**config.mk**
```make
export PLATFORM = sky130hd
export DESIGN_NAME = vta_front
export DESIGN_NICKNAME = d
export VERILOG_FILES = /design/src/rtl/core/vta_pkg.sv /design/src/rtl/core/vta_front.sv
export SDC_FILE = /design/constraint.sdc
export NUM_CORES = 2
export LEC_CHECK = 0
export BUFFER_PORTS_ARGS = -buffer_cell sky130_fd_sc_hd__buf_2
export CORE_AREA = 2 2 422 298
export CTS_CLUSTER_DIAMETER = 30
export DETAILED_ROUTE_END_ITERATION = 8
export DIE_AREA = 0 0 424 300
export PLACE_DENSITY = 0.7
export SYNTH_ARGS = -nofsm -noshare
export SYNTH_HDL_FRONTEND = slang
export SYNTH_SLANG_ARGS = --single-unit
```
**constraint.sdc**
```tcl
create_clock -name clk -period 6.1 [get_ports clk]
set_input_delay 0.61 -clock clk [delete_from_list [all_inputs] [get_ports clk]]
set_output_delay 0.61 -clock clk [all_outputs]
set_load 0.02 [all_outputs]
```
**src/rtl/core/vta_pkg.sv**
```systemverilog
// shared types and constants for the vertex transform pipeline
package vta_pkg;

    localparam int FRAC_BITS_DEF = 15;
    localparam int PROJ_BIAS_Z   = 64;
    localparam int PROJ_BIAS_Y   = 16;
    localparam int DVD_W         = 32;
    localparam int DSR_W         = 16;
    localparam int DIV_STEPS     = 4;
    localparam int DIV_STAGES    = DVD_W / DIV_STEPS;
    localparam int LATENCY       = DIV_STAGES + 4;

    typedef enum logic [2:0] {
        OP_ROT_X     = 3'd0,
        OP_ROT_Y     = 3'd1,
        OP_ROT_Z     = 3'd2,
        OP_TRANSLATE = 3'd3,
        OP_PROJECT   = 3'd4
    } op_t;

    typedef struct packed {
        logic               proj;
        logic               div_err;
        logic [15:0]        rx;
        logic [15:0]        ry;
        logic [15:0]        rz;
        logic               neg_x;
        logic               neg_y;
        logic [15:0]        off_x;
        logic [15:0]        off_y;
        logic [DSR_W-1:0]   dsr;
        logic [DVD_W-1:0]   dvd_x;
        logic [DVD_W-1:0]   dvd_y;
        logic [DSR_W-1:0]   rem_x;
        logic [DSR_W-1:0]   rem_y;
    } pipe_t;

endpackage

```
**src/rtl/core/vta_front.sv**
```systemverilog
// operand select, multiply and combine stages
module vta_front
    import vta_pkg::*;
#(
    parameter int FRAC_BITS = FRAC_BITS_DEF
)
(
    input  logic               clk,
    input  logic               rst_n,
    input  logic               in_valid,
    input  logic [2:0]         req_type,
    input  logic signed [15:0] in_x,
    input  logic signed [15:0] in_y,
    input  logic signed [15:0] in_z,
    input  logic signed [16:0] arg_a,
    input  logic signed [16:0] arg_b,
    input  logic signed [15:0] arg_c,
    input  logic signed [15:0] arg_d,
    output logic               pipe_valid,
    output pipe_t              pipe
);

    // stage 1
    logic               v1_reg;
    logic [2:0]         op1_reg;
    logic signed [15:0] x1_reg, y1_reg, z1_reg, c1_reg, d1_reg;
    logic signed [16:0] ma1_reg, mb1_reg, mu1_reg, mw1_reg, dz1_reg;
    logic signed [16:0] mu1_next, mw1_next, yb1;

    always_comb
    begin
        yb1 = 17'(in_y) + 17'sd16;
        case (req_type)
            OP_ROT_X:
            begin
                mu1_next = 17'(in_y);
                mw1_next = 17'(in_z);
            end
            OP_ROT_Y:
            begin
                mu1_next = 17'(in_x);
                mw1_next = 17'(in_z);
            end
            OP_PROJECT:
            begin
                mu1_next = 17'(in_x);
                mw1_next = yb1;
            end
            default:
            begin
                mu1_next = 17'(in_x);
                mw1_next = 17'(in_y);
            end
        endcase
    end

    always_ff @(posedge clk or negedge rst_n)
    begin
        if (!rst_n)
        begin
            v1_reg <= 1'b0;
        end
        else
        begin
            v1_reg <= in_valid;
        end
    end

    always_ff @(posedge clk)
    begin
        op1_reg <= req_type;
        x1_reg  <= in_x;
        y1_reg  <= in_y;
        z1_reg  <= in_z;
        c1_reg  <= arg_c;
        d1_reg  <= arg_d;
        ma1_reg <= arg_a;
        mb1_reg <= arg_b;
        mu1_reg <= mu1_next;
        mw1_reg <= mw1_next;
        dz1_reg <= 17'(in_z) + 17'sd64;
    end

    // stage 2: products
    logic               v2_reg;
    logic [2:0]         op2_reg;
    logic signed [15:0] x2_reg, y2_reg, z2_reg, c2_reg, d2_reg;
    logic signed [16:0] a2_reg, b2_reg, dz2_reg;
    logic signed [33:0] p0_reg, p1_reg, p2_reg, p3_reg;

    always_ff @(posedge clk or negedge rst_n)
    begin
        if (!rst_n)
        begin
            v2_reg <= 1'b0;
        end
        else
        begin
            v2_reg <= v1_reg;
        end
    end

    always_ff @(posedge clk)
    begin
        op2_reg <= op1_reg;
        x2_reg  <= x1_reg;
        y2_reg  <= y1_reg;
        z2_reg  <= z1_reg;
        c2_reg  <= c1_reg;
        d2_reg  <= d1_reg;
        a2_reg  <= ma1_reg;
        b2_reg  <= mb1_reg;
        dz2_reg <= dz1_reg;
        p0_reg  <= ma1_reg * mu1_reg;
        p1_reg  <= mb1_reg * mw1_reg;
        p2_reg  <= mb1_reg * mu1_reg;
        p3_reg  <= ma1_reg * mw1_reg;
    end

    // stage 3: combine, set up division
    logic signed [34:0] diff3, sum3;
    logic [15:0]        rd3, rs3;
    logic [33:0]        abs_x3, abs_y3;
    logic [16:0]        abs_d3;
    logic               pv_reg;
    pipe_t              pipe_reg, pipe_next;

    always_comb
    begin
        diff3  = 35'(p0_reg) - 35'(p1_reg);
        sum3   = 35'(p2_reg) + 35'(p3_reg);
        rd3    = diff3[FRAC_BITS +: 16];
        rs3    = sum3[FRAC_BITS +: 16];
        abs_x3 = p0_reg[33] ? 34'(-p0_reg) : 34'(p0_reg);
        abs_y3 = p1_reg[33] ? 34'(-p1_reg) : 34'(p1_reg);
        abs_d3 = dz2_reg[16] ? 17'(-dz2_reg) : 17'(dz2_reg);

        pipe_next         = '0;
        pipe_next.rx      = x2_reg;
        pipe_next.ry      = y2_reg;
        pipe_next.rz      = z2_reg;
        pipe_next.proj    = (op2_reg == OP_PROJECT);
        pipe_next.div_err = (op2_reg == OP_PROJECT) && (dz2_reg == 17'sd0);
        pipe_next.neg_x   = p0_reg[33] ^ dz2_reg[16];
        pipe_next.neg_y   = p1_reg[33] ^ dz2_reg[16];
        pipe_next.off_x   = c2_reg;
        pipe_next.off_y   = d2_reg;
        pipe_next.dsr     = abs_d3[DSR_W-1:0];
        pipe_next.dvd_x   = abs_x3[DVD_W-1:0];
        pipe_next.dvd_y   = abs_y3[DVD_W-1:0];

        case (op2_reg)
            OP_ROT_X:
            begin
                pipe_next.ry = rd3;
                pipe_next.rz = rs3;
            end
            OP_ROT_Y:
            begin
                pipe_next.rx = rd3;
                pipe_next.rz = rs3;
            end
            OP_ROT_Z:
            begin
                pipe_next.rx = rd3;
                pipe_next.ry = rs3;
            end
            OP_TRANSLATE:
            begin
                pipe_next.rx = x2_reg + a2_reg[15:0];
                pipe_next.ry = y2_reg + b2_reg[15:0];
                pipe_next.rz = z2_reg + c2_reg;
            end
            default:
            begin
            end
        endcase
    end

    always_ff @(posedge clk or negedge rst_n)
    begin
        if (!rst_n)
        begin
            pv_reg <= 1'b0;
        end
        else
        begin
            pv_reg <= v2_reg;
        end
    end

    always_ff @(posedge clk)
    begin
        pipe_reg <= pipe_next;
    end

    assign pipe_valid = pv_reg;
    assign pipe       = pipe_reg;

endmodule

```
==> summary.md <==
| Metric | Value |
|---|---|
| Most frequent cells in the layout | inv_1, fa_1, nand2_1 |
| DIE WIDTH | ~420 µm |
| DRC viols | 0 |
| CORE AREA | approximately 0.12 mm² |
| Max Buffers Root-to-Sink | 3 |
| Vias in the first global route | approximately 48,000 |
| Layout cell share with drive strength beyond 1 | 18.2% |
| Worst-skew pair later-pin latency | around 0.75 ns |
| Worst-Margin Slew | roughly 1.4 ns |
| Most common cell on crit path | fa_1 |
| I/O pin cnt | 317 |
| Min cycle time layout | 6.41 ns |
| Seq cells post-synth | around 580 |
| CTS tree | built |
| Max reg flops | about 160 |
| Slew Limit Fails | 0 |
| Gr usage total | between 20% and 30% |
| Most common cell after layout, fill and taps aside | inv_1 |
| Via density | 5.20 |
| Post-route antenna net violation count | 0 |
| YS warnings | 0 |
| HPWL after detailed placement | roughly 140,000 µm |
| Routability Congestion | 0.930 |
| Worst Setup End Kind | flop |
| Initial antenna violation count | 16 |
| CTS Sinks | about 580 |
| Worst Path Arrival | roughly 7.0 ns |
| H-Tree Depth | 3 |
| Remaining global-route overflow | 0 |
| Number of synthesized flops with an enable pin | 0 |
| Layout Area Growth over Synthesis | 21.6% |
| Initial Utilization | about half |
| Post-synthesis cell type count | slightly below 90 |
| Layout fillers | between 10,000 and 15,000 |
| Post-Syn Instances | around 6,300 |
| Worst clock skew | between 0.1 and 0.15 ns |
| Iter 0 DRT Violations | between 3,000 and 4,000 |
| Full die area | about 0.13 mm² |
| Total Nets Final | 8,778 |
| PnR worst setup slack | -0.308 ns |
| Rows | ~110 |
| Hold Fails Final Rpt | 0 |
| TritonCTS buffer count | 100 |
| Worst path cell trace | buf_12 > and2_4 > fa_1 > inv_2 > fa_2 > fa_1 > inv_2 > fa_1 > fa_1 > inv_2 > fa_1 > inv_2 > ha_4 > a21o_1 > a221o_1 > or4_4 > o221a_4 > o41a_1 > a41oi_2 > and2b_1 > xnor2_2 |
| Outcome | finished with violations |
| Clock transition at the registers of the reported paths | 0.06 ns |
| Post-route insts no fill | between 8,000 and 9,000 |
| CP Data Required Time | ~6.7 ns |
| Die Y | 300 µm |
| Netlist area before placement | about 0.061 mm² |
| CP max-delay cell | fa_1 |
| Fmax | around 160 MHz |
| Largest net degree at the start of global routing | 45 |
| Vias | 45,902 |
| Async S/R FF share, synth | less than 1% |
| Hold/Removal Path Class | primary input to flop |
| Port bufs | about 280 |
| Tcrit/Tclk final | 105% |
| Top_reg_cell synth | dfxtp_1 |
| Final wirelength | about 180,000 µm |
| Failing checks | negative setup slack |
| Crit-path max FO | 6 |
| Startpoint Class | flop |
| Headroom to the max-slew limit | under 10% |
| Root Driver | clkbuf_16 |
| Max incr delay on CP | around 0.54 ns |
| Global-route wire length before repair | between 200,000 and 300,000 µm |
| Max-cap violation count | 0 |
| RSZ-0062 raised after global routing | true |
| Worst Hold Slack | between 0.05 and 0.06 ns |
| Synth Area per Inst | ~9.7 µm² |
| Setup violators final | 7 |
| First-pass detailed-route iteration total | 8 |
| Drt wl/cell | around 20 µm |
| Crit Path Class | flop to flop |
| Sequential fraction of the synthesis area | 19.0% |
| Placed Cells | about 8,500 |
-- critical path: cells and delay by family, from the launching register on --
kind	cells	cell delay [ns]
fa+ha+maj	7	3.27
simple gates	3	0.76
xor+xnor	1	0.12
buf+inv	5	0.31
flops	1	0.39
compound gates	5	1.38
-- kinds of logic after synthesis --
family | count (synthesis) | synth area share, %
and+or+nand+nor | 1675 | 13.6
AOI/OAI and AO/OA | 604 | 6.72
adders and majority gates | 1581 | 46.3
muxes | 25 | 0.451
DFF | 582 | 19.0
buffers and inverters | 1550 | 9.69
xor gates and xnor gates | 300 | 4.29
other | 1 | 0.00612
-- cells in the mapped netlist (21+ instances only) --
master	number	area share, %
nand3_1	48	0.39
ha_1	439	9.0
dfxtp_1	579	19
a21o_1	65	0.80
inv_1	1280	7.8
o21ai_0	133	1.1
o31ai_1	26	0.32
nand2_1	637	3.9
nand2b_1	43	0.44
xnor2_1	235	3.4
mux2_2	21	0.39
clkbuf_1	235	1.4
buf_4	32	0.39
nor2_1	205	1.3
and3_1	24	0.24
o21a_1	29	0.36
a21oi_1	134	1.1
nor3_1	42	0.34
and2_1	594	6.1
xor2_1	65	0.93
fa_1	1142	37
-- area by class of cell --
| cell class | count | area, µm² | share of cell area (%) |
|---|---|---|---|
| Antenna cell | 7 | 17.5 | 0.0235 |
| Clock buffer | 115 | 2640 | 3.54 |
| Clock inverter | 75 | 1070 | 1.43 |
| Inverter | 1281 | 4810 | 6.45 |
| Multi-Input combinational cell | 4217 | 44900 | 60.2 |
| Sequential cell | 582 | 11800 | 15.8 |
| Tap cell | 1650 | 2060 | 2.77 |
| Timing Repair Buffer | 895 | 7340 | 9.84 |
-- path summary, 6_finish.rpt --
kind | startpoint | to | slack (ns) | cells past startpoint
max in group asynchronous | rst_n | v2_reg | 5.77 | 2
max reg2reg | mw1_reg[5] | p1_reg[29] | -0.31 | 21
max | mw1_reg[5] | p1_reg[29] | -0.31 | 21
min reg2reg | dz1_reg[9] | dz2_reg[9] | 0.32 | 0
min in group asynchronous | rst_n | v1_reg | 0.21 | 2
min | in_x[10] | x1_reg[10] | 0.05 | 1
-- through the flow --
step           area [µm²]  setup slack, ns  util [%]  setup TNS, ns
6_report            74500           -0.308      60.5          -1.21
5_1_grt             74500           -0.502      60.5          -3.92
4_1_cts             73100           -0.302      59.4          -1.14
3_5_place_dp        68000           -0.315      55.2          -4.13
3_3_place_gp        68000           -0.253      55.2          -2.52
2_1_floorplan       61500          -0.0169         -        -0.0222
-- layer usage --
metal  track usage, %  routed length (µm)  vias to the layer above
li1                 -                   -                    20699
met1             40.0               76400                    23101
met2             40.7               75000                     1805
met3             6.76               17600                      295
met4             9.83                6660                        2
met5                0                  16                        -
-- repair_timing --
| item | CTS | global route |
|---|---|---|
| buffers inserted | 26 | 38 |
| endpoints found under the setup margin | 27 | 32 |
| hold buffers | 71 | 0 |
| gates resized for setup | 137 | 208 |
| gates cloned | 3 | 9 |
| pin swaps | 75 | 132 |
| hold endpoints to repair | 73 | 0 |
Power is left out: the tool's default activity adds up to more than one toggle a clock period on the data nets, which glitch-free logic cannot reach.
