## src/rtl/core/vta_pkg.sv

```systemverilog
// shared types and constants for the vertex transform pipeline
package vta_pkg;

    localparam int FRAC_BITS_DEF = 15;
    localparam int PROJ_BIAS_Z   = 64;
    localparam int PROJ_BIAS_Y   = 16;
    localparam int DVD_W         = 32;
    localparam int DSR_W         = 16;
    localparam int DIV_STEPS     = 4;
    localparam int DIV_STAGES    = DVD_W / DIV_STEPS;
    localparam int LATENCY       = DIV_STAGES + 4;

    typedef enum logic [2:0] {
        OP_ROT_X     = 3'd0,
        OP_ROT_Y     = 3'd1,
        OP_ROT_Z     = 3'd2,
        OP_TRANSLATE = 3'd3,
        OP_PROJECT   = 3'd4
    } op_t;

    typedef struct packed {
        logic               proj;
        logic               div_err;
        logic [15:0]        rx;
        logic [15:0]        ry;
        logic [15:0]        rz;
        logic               neg_x;
        logic               neg_y;
        logic [15:0]        off_x;
        logic [15:0]        off_y;
        logic [DSR_W-1:0]   dsr;
        logic [DVD_W-1:0]   dvd_x;
        logic [DVD_W-1:0]   dvd_y;
        logic [DSR_W-1:0]   rem_x;
        logic [DSR_W-1:0]   rem_y;
    } pipe_t;

endpackage

```

## src/rtl/core/vta_div_stage.sv

```systemverilog
// one stage of the restoring divider, DIV_STEPS (four) quotient bits per lane
module vta_div_stage
    import vta_pkg::*;
(
    input  logic  clk,
    input  logic  rst_n,
    input  logic  in_valid,
    input  pipe_t in_pipe,
    output logic  out_valid,
    output pipe_t out_pipe
);

    logic  valid_reg;
    pipe_t pipe_reg, pipe_next;
    logic [DSR_W:0] rx, ry;

    always_comb
    begin
        pipe_next = in_pipe;
        rx = '0;
        ry = '0;
        for (int i = 0; i < DIV_STEPS; i++)
        begin
            rx = {pipe_next.rem_x, pipe_next.dvd_x[DVD_W-1]};
            ry = {pipe_next.rem_y, pipe_next.dvd_y[DVD_W-1]};
            pipe_next.dvd_x = {pipe_next.dvd_x[DVD_W-2:0], 1'b0};
            pipe_next.dvd_y = {pipe_next.dvd_y[DVD_W-2:0], 1'b0};
            if (rx >= {1'b0, pipe_next.dsr})
            begin
                rx = rx - {1'b0, pipe_next.dsr};
                pipe_next.dvd_x[0] = 1'b1;
            end
            if (ry >= {1'b0, pipe_next.dsr})
            begin
                ry = ry - {1'b0, pipe_next.dsr};
                pipe_next.dvd_y[0] = 1'b1;
            end
            pipe_next.rem_x = rx[DSR_W-1:0];
            pipe_next.rem_y = ry[DSR_W-1:0];
        end
    end

    always_ff @(posedge clk or negedge rst_n)
    begin
        if (!rst_n)
        begin
            valid_reg <= 1'b0;
        end
        else
        begin
            valid_reg <= in_valid;
        end
    end

    always_ff @(posedge clk)
    begin
        pipe_reg <= pipe_next;
    end

    assign out_valid = valid_reg;
    assign out_pipe  = pipe_reg;

endmodule

```

## config.mk

```make
export PLATFORM = sky130hd
export DESIGN_NAME = vta_div_stage
export DESIGN_NICKNAME = d
export VERILOG_FILES = /design/src/rtl/core/vta_pkg.sv /design/src/rtl/core/vta_div_stage.sv
export SDC_FILE = /design/constraint.sdc
export NUM_CORES = 1
export LEC_CHECK = 0
export BUFFER_PORTS_ARGS = -buffer_cell sky130_fd_sc_hd__clkbuf_2
export CORE_AREA = 2 2 155 157
export CTS_CLUSTER_DIAMETER = 50
export CTS_CLUSTER_SIZE = 12
export DETAILED_ROUTE_END_ITERATION = 10
export DIE_AREA = 0 0 157 159
export MAX_ROUTING_LAYER = met4
export PLACE_DENSITY = 0.82
export SETUP_SLACK_MARGIN = 0.3
export SYNTH_ARGS = -nofsm -noshare
export SYNTH_HDL_FRONTEND = slang
export SYNTH_SLANG_ARGS = --single-unit
export TNS_END_PERCENT = 10
```

## constraint.sdc

```tcl
create_clock -name clk -period 0.9 [get_ports clk]
set_input_delay 0.09 -clock clk [delete_from_list [all_inputs] [get_ports clk]]
set_output_delay 0.09 -clock clk [all_outputs]
set_load 0.01 [all_outputs]
```

==> flow_metrics.py, run 1 <==
metrics = {
    "run_status": {
        "status": "did not finish",
        "haltStage": "global routing",
        "error": "[ERROR GRT-0232] Routing congestion too high. Check the congestion heatmap in the GUI.",
    },
    "synth": {
        "ys_types": 77,
        "synth_fp_nets": 1504,
        "synth.largest_area_cell": "dfxtp_1",
        "ys_ff_latch": 197,
        "synthArstFlopShare_pct": 0.5076,
        "synth_warnings": 0,
        "syn_area_per_cell_um2": 9.589,
        "syn_inst": 1169,
        "ys_seq_area_share_pct": 35.23,
        "syn_area_um2": 11210,
        "ys.flop_type": "dfxtp_1",
        "synthTopCellsByArea": "dfxtp_1 (35%), ha_1 (14%), xnor2_1 (5.0%), mux2_2 (4.3%), a21oi_1 (3.8%)",
        "synth_top_area_share_pct": 35.00,
        "synth_edf_count": 0,
    },
    "clock_network": {
        "cts_root_buf": "clkbuf_16",
        "h-tree-depth": 4,
        "numCtsBuffers": 17,
        "clock_path_buffers": 2,
        "cts_sinks": 197,
    },
    "placed_design": {
        "dp.final_hpwl_um": 40220,
        "finalWeightedCongestion": 1.051,
        "io_buffers": 395,
        "dp_worst_setup_slack_ns": -8.762,
        "dp_cells": 2309,
    },
    "global_route": {
        "overflow": 787,
        "grt_usage_pct": 94.88,
        "grt_max_degree": 23,
    },
    "floorplan": {
        "core.rowCount": 56,
        "boundaryPins": 396,
        "die_h_um": 159,
        "die_w_um": 157,
        "initial_core_util_pct": 48.33,
    },
    "sta": {
        "crit_endpoint": "out_pipe[27]$_DFF_P_/D",
        "endpoint_type": "sequential cell input",
    },
}
[routing by layer]
layer,GRT overflow,global-route usage [%]
met4,181,99.87
met3,34,82.23
met5,-,-
met2,555,108.5
met1,17,89.09
[metrics by stage]
step                utilization (%)  cell area, um^2  hold slack (ns)
CTS                           90.13            20900         -0.03071
detailed placement            73.10            16950          -0.1322
global placement              73.10            16950          -0.1360
floorplan                         -            11380          -0.2056
[synthesized netlist by cell type (3+ instances only)]
library cell	n
fa_1	8
ha_1	128
nor3_1	18
nand4_1	17
and2_1	7
a211o_1	5
nand2_1	68
mux2_2	43
a221o_1	3
nand2b_1	16
buf_2	7
clkbuf_1	3
mux2i_1	11
and4_1	4
a21oi_1	85
xor2_1	20
xnor2_1	64
o21bai_1	6
a221oi_1	3
buf_6	5
o22ai_1	4
nor2_1	83
or2_2	4
mux2_4	25
dfxtp_1	196
inv_1	62
o211ai_1	9
o21a_1	33
o31a_1	6
and3_1	11
nor2b_1	18
a21boi_0	7
or4_1	6
nor4_1	5
or3_1	7
a31oi_1	7
a21o_1	28
o31ai_1	9
o21ai_0	59
a211oi_1	10
nand3_1	16
[kinds of logic after synthesis]
family / share of synthesized area (%)
adder cells (fa/ha/maj): 15.72
AND/OR/NAND/NOR: 12.61
AO/OA/AOI/OAI: 17.94
flip-flops: 35.23
buffers and inverters: 3.293
multiplexers: 8.651
XOR/XNOR: 6.563
[repair_timing]
action,in CTS
endpoints found under the hold margin,158
hold buffers,158
pin swaps,38
resized for setup,368
endpoints found under the setup margin,237
buffers inserted,45
cloned,2
==> run 2: changes to the inputs <==
==> config.mk (replaced) <==
export PLATFORM = sky130hd
export DESIGN_NAME = vta_div_stage
export DESIGN_NICKNAME = d
export VERILOG_FILES = /design/src/rtl/core/vta_pkg.sv /design/src/rtl/core/vta_div_stage.sv
export SDC_FILE = /design/constraint.sdc
export NUM_CORES = 1
export LEC_CHECK = 0
export BUFFER_PORTS_ARGS = -buffer_cell sky130_fd_sc_hd__clkbuf_2
export CORE_UTILIZATION = 40
export DETAILED_ROUTE_END_ITERATION = 10
export PLACE_DENSITY_LB_ADDON = 0.15
export SYNTH_ARGS = -nofsm -noshare
export SYNTH_HDL_FRONTEND = slang
export SYNTH_SLANG_ARGS = --single-unit
export TNS_END_PERCENT = 10
==> run 2 against run 1 <==
Compared with the run above: the flow now finishes, with violations (negative setup slack); area after synthesis is the same; synthesized cell count stayed put.
==> flow_metrics.py, run 2 <==
metrics = {
    "run_status": {
        "status": "finished, violations left",
        "violations": "negative setup slack",
    },
    "placed_design": {
        "finalWeightedCongestion": 0.9901,
        "io_buffers": 395,
        "dp.final_hpwl_um": 39490,
        "dp_cells": 2377,
        "placed_area_um2": 17160,
    },
    "route": {
        "drt_wl_total_um": 65000,
        "drc": 0,
        "ant_nets": 0,
        "num_vias": 14490,
        "dr.pass1.iters": 5,
        "drt-vias-per-instance": 5.491,
        "first_iter_violations": 1319,
        "routedWlPerCell_um": 24.64,
    },
    "critical_path": {
        "critPathMaxFanout": 8,
        "critPathMaxStageDelay_ns": 0.44,
        "startpoint_type": "input port",
        "end_kind": "flop",
        "critPathSlowestCell": "or4_4",
        "worstSetupPathType": "input port to flop",
        "critPathRequiredTime_ns": 1.22,
        "cpMostUsedCell": "o21a_1",
        "crit_arrival_ns": 9.23,
    },
    "clock_network": {
        "cts_tree": "built",
        "numCtsBuffers": 17,
        "h-tree-depth": 4,
        "clock_path_buffers": 2,
        "clkSlewWorstSetupHoldPaths_ns": 0.08,
        "cts_sinks": 197,
        "cts_root_buf": "clkbuf_16",
    },
    "synth": {
        "synth_fp_nets": 1504,
        "syn_inst": 1169,
        "ys_seq_area_share_pct": 35.23,
        "synth.largest_area_cell": "dfxtp_1",
        "syn_area_um2": 11210,
        "synth_top_area_share_pct": 35.00,
        "ys_types": 77,
        "synthArstFlopShare_pct": 0.5076,
        "syn_area_per_cell_um2": 9.589,
        "ys_ff_latch": 197,
        "synth_top_cells_by_count": "dfxtp_1 (196), ha_1 (128), a21oi_1 (85)",
        "synthTopCellsByArea": "dfxtp_1 (35%), ha_1 (14%), xnor2_1 (5.0%), mux2_2 (4.3%), a21oi_1 (3.8%)",
        "synth_warnings": 0,
        "synth.most_common_cell": "dfxtp_1",
        "synth_edf_count": 0,
        "ys.flop_type": "dfxtp_1",
    },
    "cells_and_area": {
        "final_cell_mix": "buf_4 (508), clkbuf_2 (209), dlygate4sd3_1 (161)",
        "area_delta_synth_final_pct": 97.70,
        "design_area_um2": 22160,
        "fin_nets": 2587,
        "layout-drive-gt1-share_pct": 57.22,
        "fin_cells": 2638,
        "final_util_pct": 81.32,
        "largest_register_ffs": 196,
        "final_common_cell": "buf_4",
    },
    "pwr": {
        "ir_drop_uv": 3202,
        "p_leak_nw": 10.74,
        "power_density_nw_per_um2": 3700,
    },
    "floorplan": {
        "core.rowCount": 60,
        "die_w_um": 169.4,
        "die_h_um": 169.4,
        "boundaryPins": 396,
        "initial_core_util_pct": 41.13,
        "die_area_um2": 28700,
        "coreArea_um2": 27250,
    },
    "sta": {
        "relSlewSlack_pct": 66.64,
        "layout_setup_ws_ns": -8.002,
        "rsz0062_at_grt": "true",
        "min_period_over_period_pct": 989.1,
        "hold_viol": 0,
        "drv_slew": 0,
        "max_freq_ghz": 0.1123,
        "worstMarginPinSlew_ns": 0.4961,
        "min_period_ns": 8.902,
        "setup_viol": 237,
    },
    "global_route": {
        "overflow": 0,
        "grt_usage_pct": 39.20,
        "antenna_found_initial": 4,
        "grt_pass1_wl_um": 83710,
        "grt_max_degree": 22,
        "grt_pass1_vias": 14020,
    },
    "min_path": {
        "holdCritStartpoint": "in_pipe[92]",
        "min_path_cells": 5,
        "whs_endpoint": "out_pipe[16]",
        "hold_class": "input port to flop",
    },
    "flow_run": {
        "cap_viol_max_count": 0,
    },
}
-- run 2: worst max-delay path, delay by kind of cell --
kind / cells / cell delay [ns]
AOI/OAI and AO/OA: 19 / 3.78
adders and majority gates: 4 / 0.89
buffers and inverters: 9 / 1.04
muxes: 3 / 0.92
and+or+nand+nor: 9 / 2.46
-- run 2: logic make-up (layout without fill, tap and decap cells) --
kind of cell | count (synthesis) | in the layout | synth area share (%)
compound gates | 304 | 304 | 17.94
simple gates | 288 | 288 | 12.61
flops | 197 | 197 | 35.23
fa+ha+maj | 136 | 136 | 15.72
xor+xnor | 84 | 84 | 6.563
buf+inv | 81 | 1177 | 3.293
mux | 79 | 79 | 8.651
other cells | 0 | 1 | 0
-- run 2: power by group --
part	internal [mW]	switching, mW
sequential	10.5	0.940
clock	3.80	4.50
combinational	33.8	28.4
-- run 2: worst max-delay path by stage --
stage / startpoint / to / slack (ns) / cells after the start
after floorplan: in_pipe[107] / out_pipe[23] / -8.39 / 48
after global placement: in_pipe[106] / out_pipe[17] / -8.50 / 44
after detailed placement: in_pipe[106] / out_pipe[31] / -8.75 / 46
after CTS: in_pipe[106] / out_pipe[21] / -7.94 / 44
after global routing: in_pipe[98] / out_pipe[27] / -8.28 / 47
final: in_pipe[99] / out_pipe[27] / -8.00 / 44
-- run 2: area by class of cell --
| cell class | count | area (um^2) |
|---|---|---|
| repair buffers | 1080 | 9019 |
| multi-input cells | 891 | 7641 |
| fillers | 1541 | 5090 |
| flip-flops and latches | 197 | 4151 |
| well taps | 372 | 465.4 |
| clock buffers | 18 | 429.2 |
| inverters | 65 | 270.3 |
| clock inverters | 14 | 182.7 |
| diodes | 1 | 2.502 |
-- run 2: what timing repair did --
action,in CTS,in global routing
hold buffers,161,0
buffers inserted,42,22
setup endpoints to repair,237,237
pin swaps,44,31
gates resized for setup,381,352
cloned,3,0
endpoints found under the hold margin,160,0
-- run 2: metal layers --
metal	vias up	share of wire [%]	global-route usage [%]
met5	-	0.080	0
met2	971	44	63.45
li1	6394	-	-
met1	6767	37	46.99
met4	6	9.0	24.64
met3	347	9.9	8.979
-- run 2: through the flow --
stage               power [mW]  setup slack [ns]  setup TNS, ns  hold slack (ns)
floorplan                39.59            -8.390        -301.29          -0.2056
global placement         57.73            -8.504        -300.90          -0.1354
detailed placement       58.77            -8.746        -312.49          -0.1318
CTS                      72.25            -7.937        -289.82           0.1309
global route             84.17            -8.282        -311.89           0.2379
finish                   81.99            -8.002        -298.88           0.2110
No activity file was read; power rests on OpenSTA's default activity.
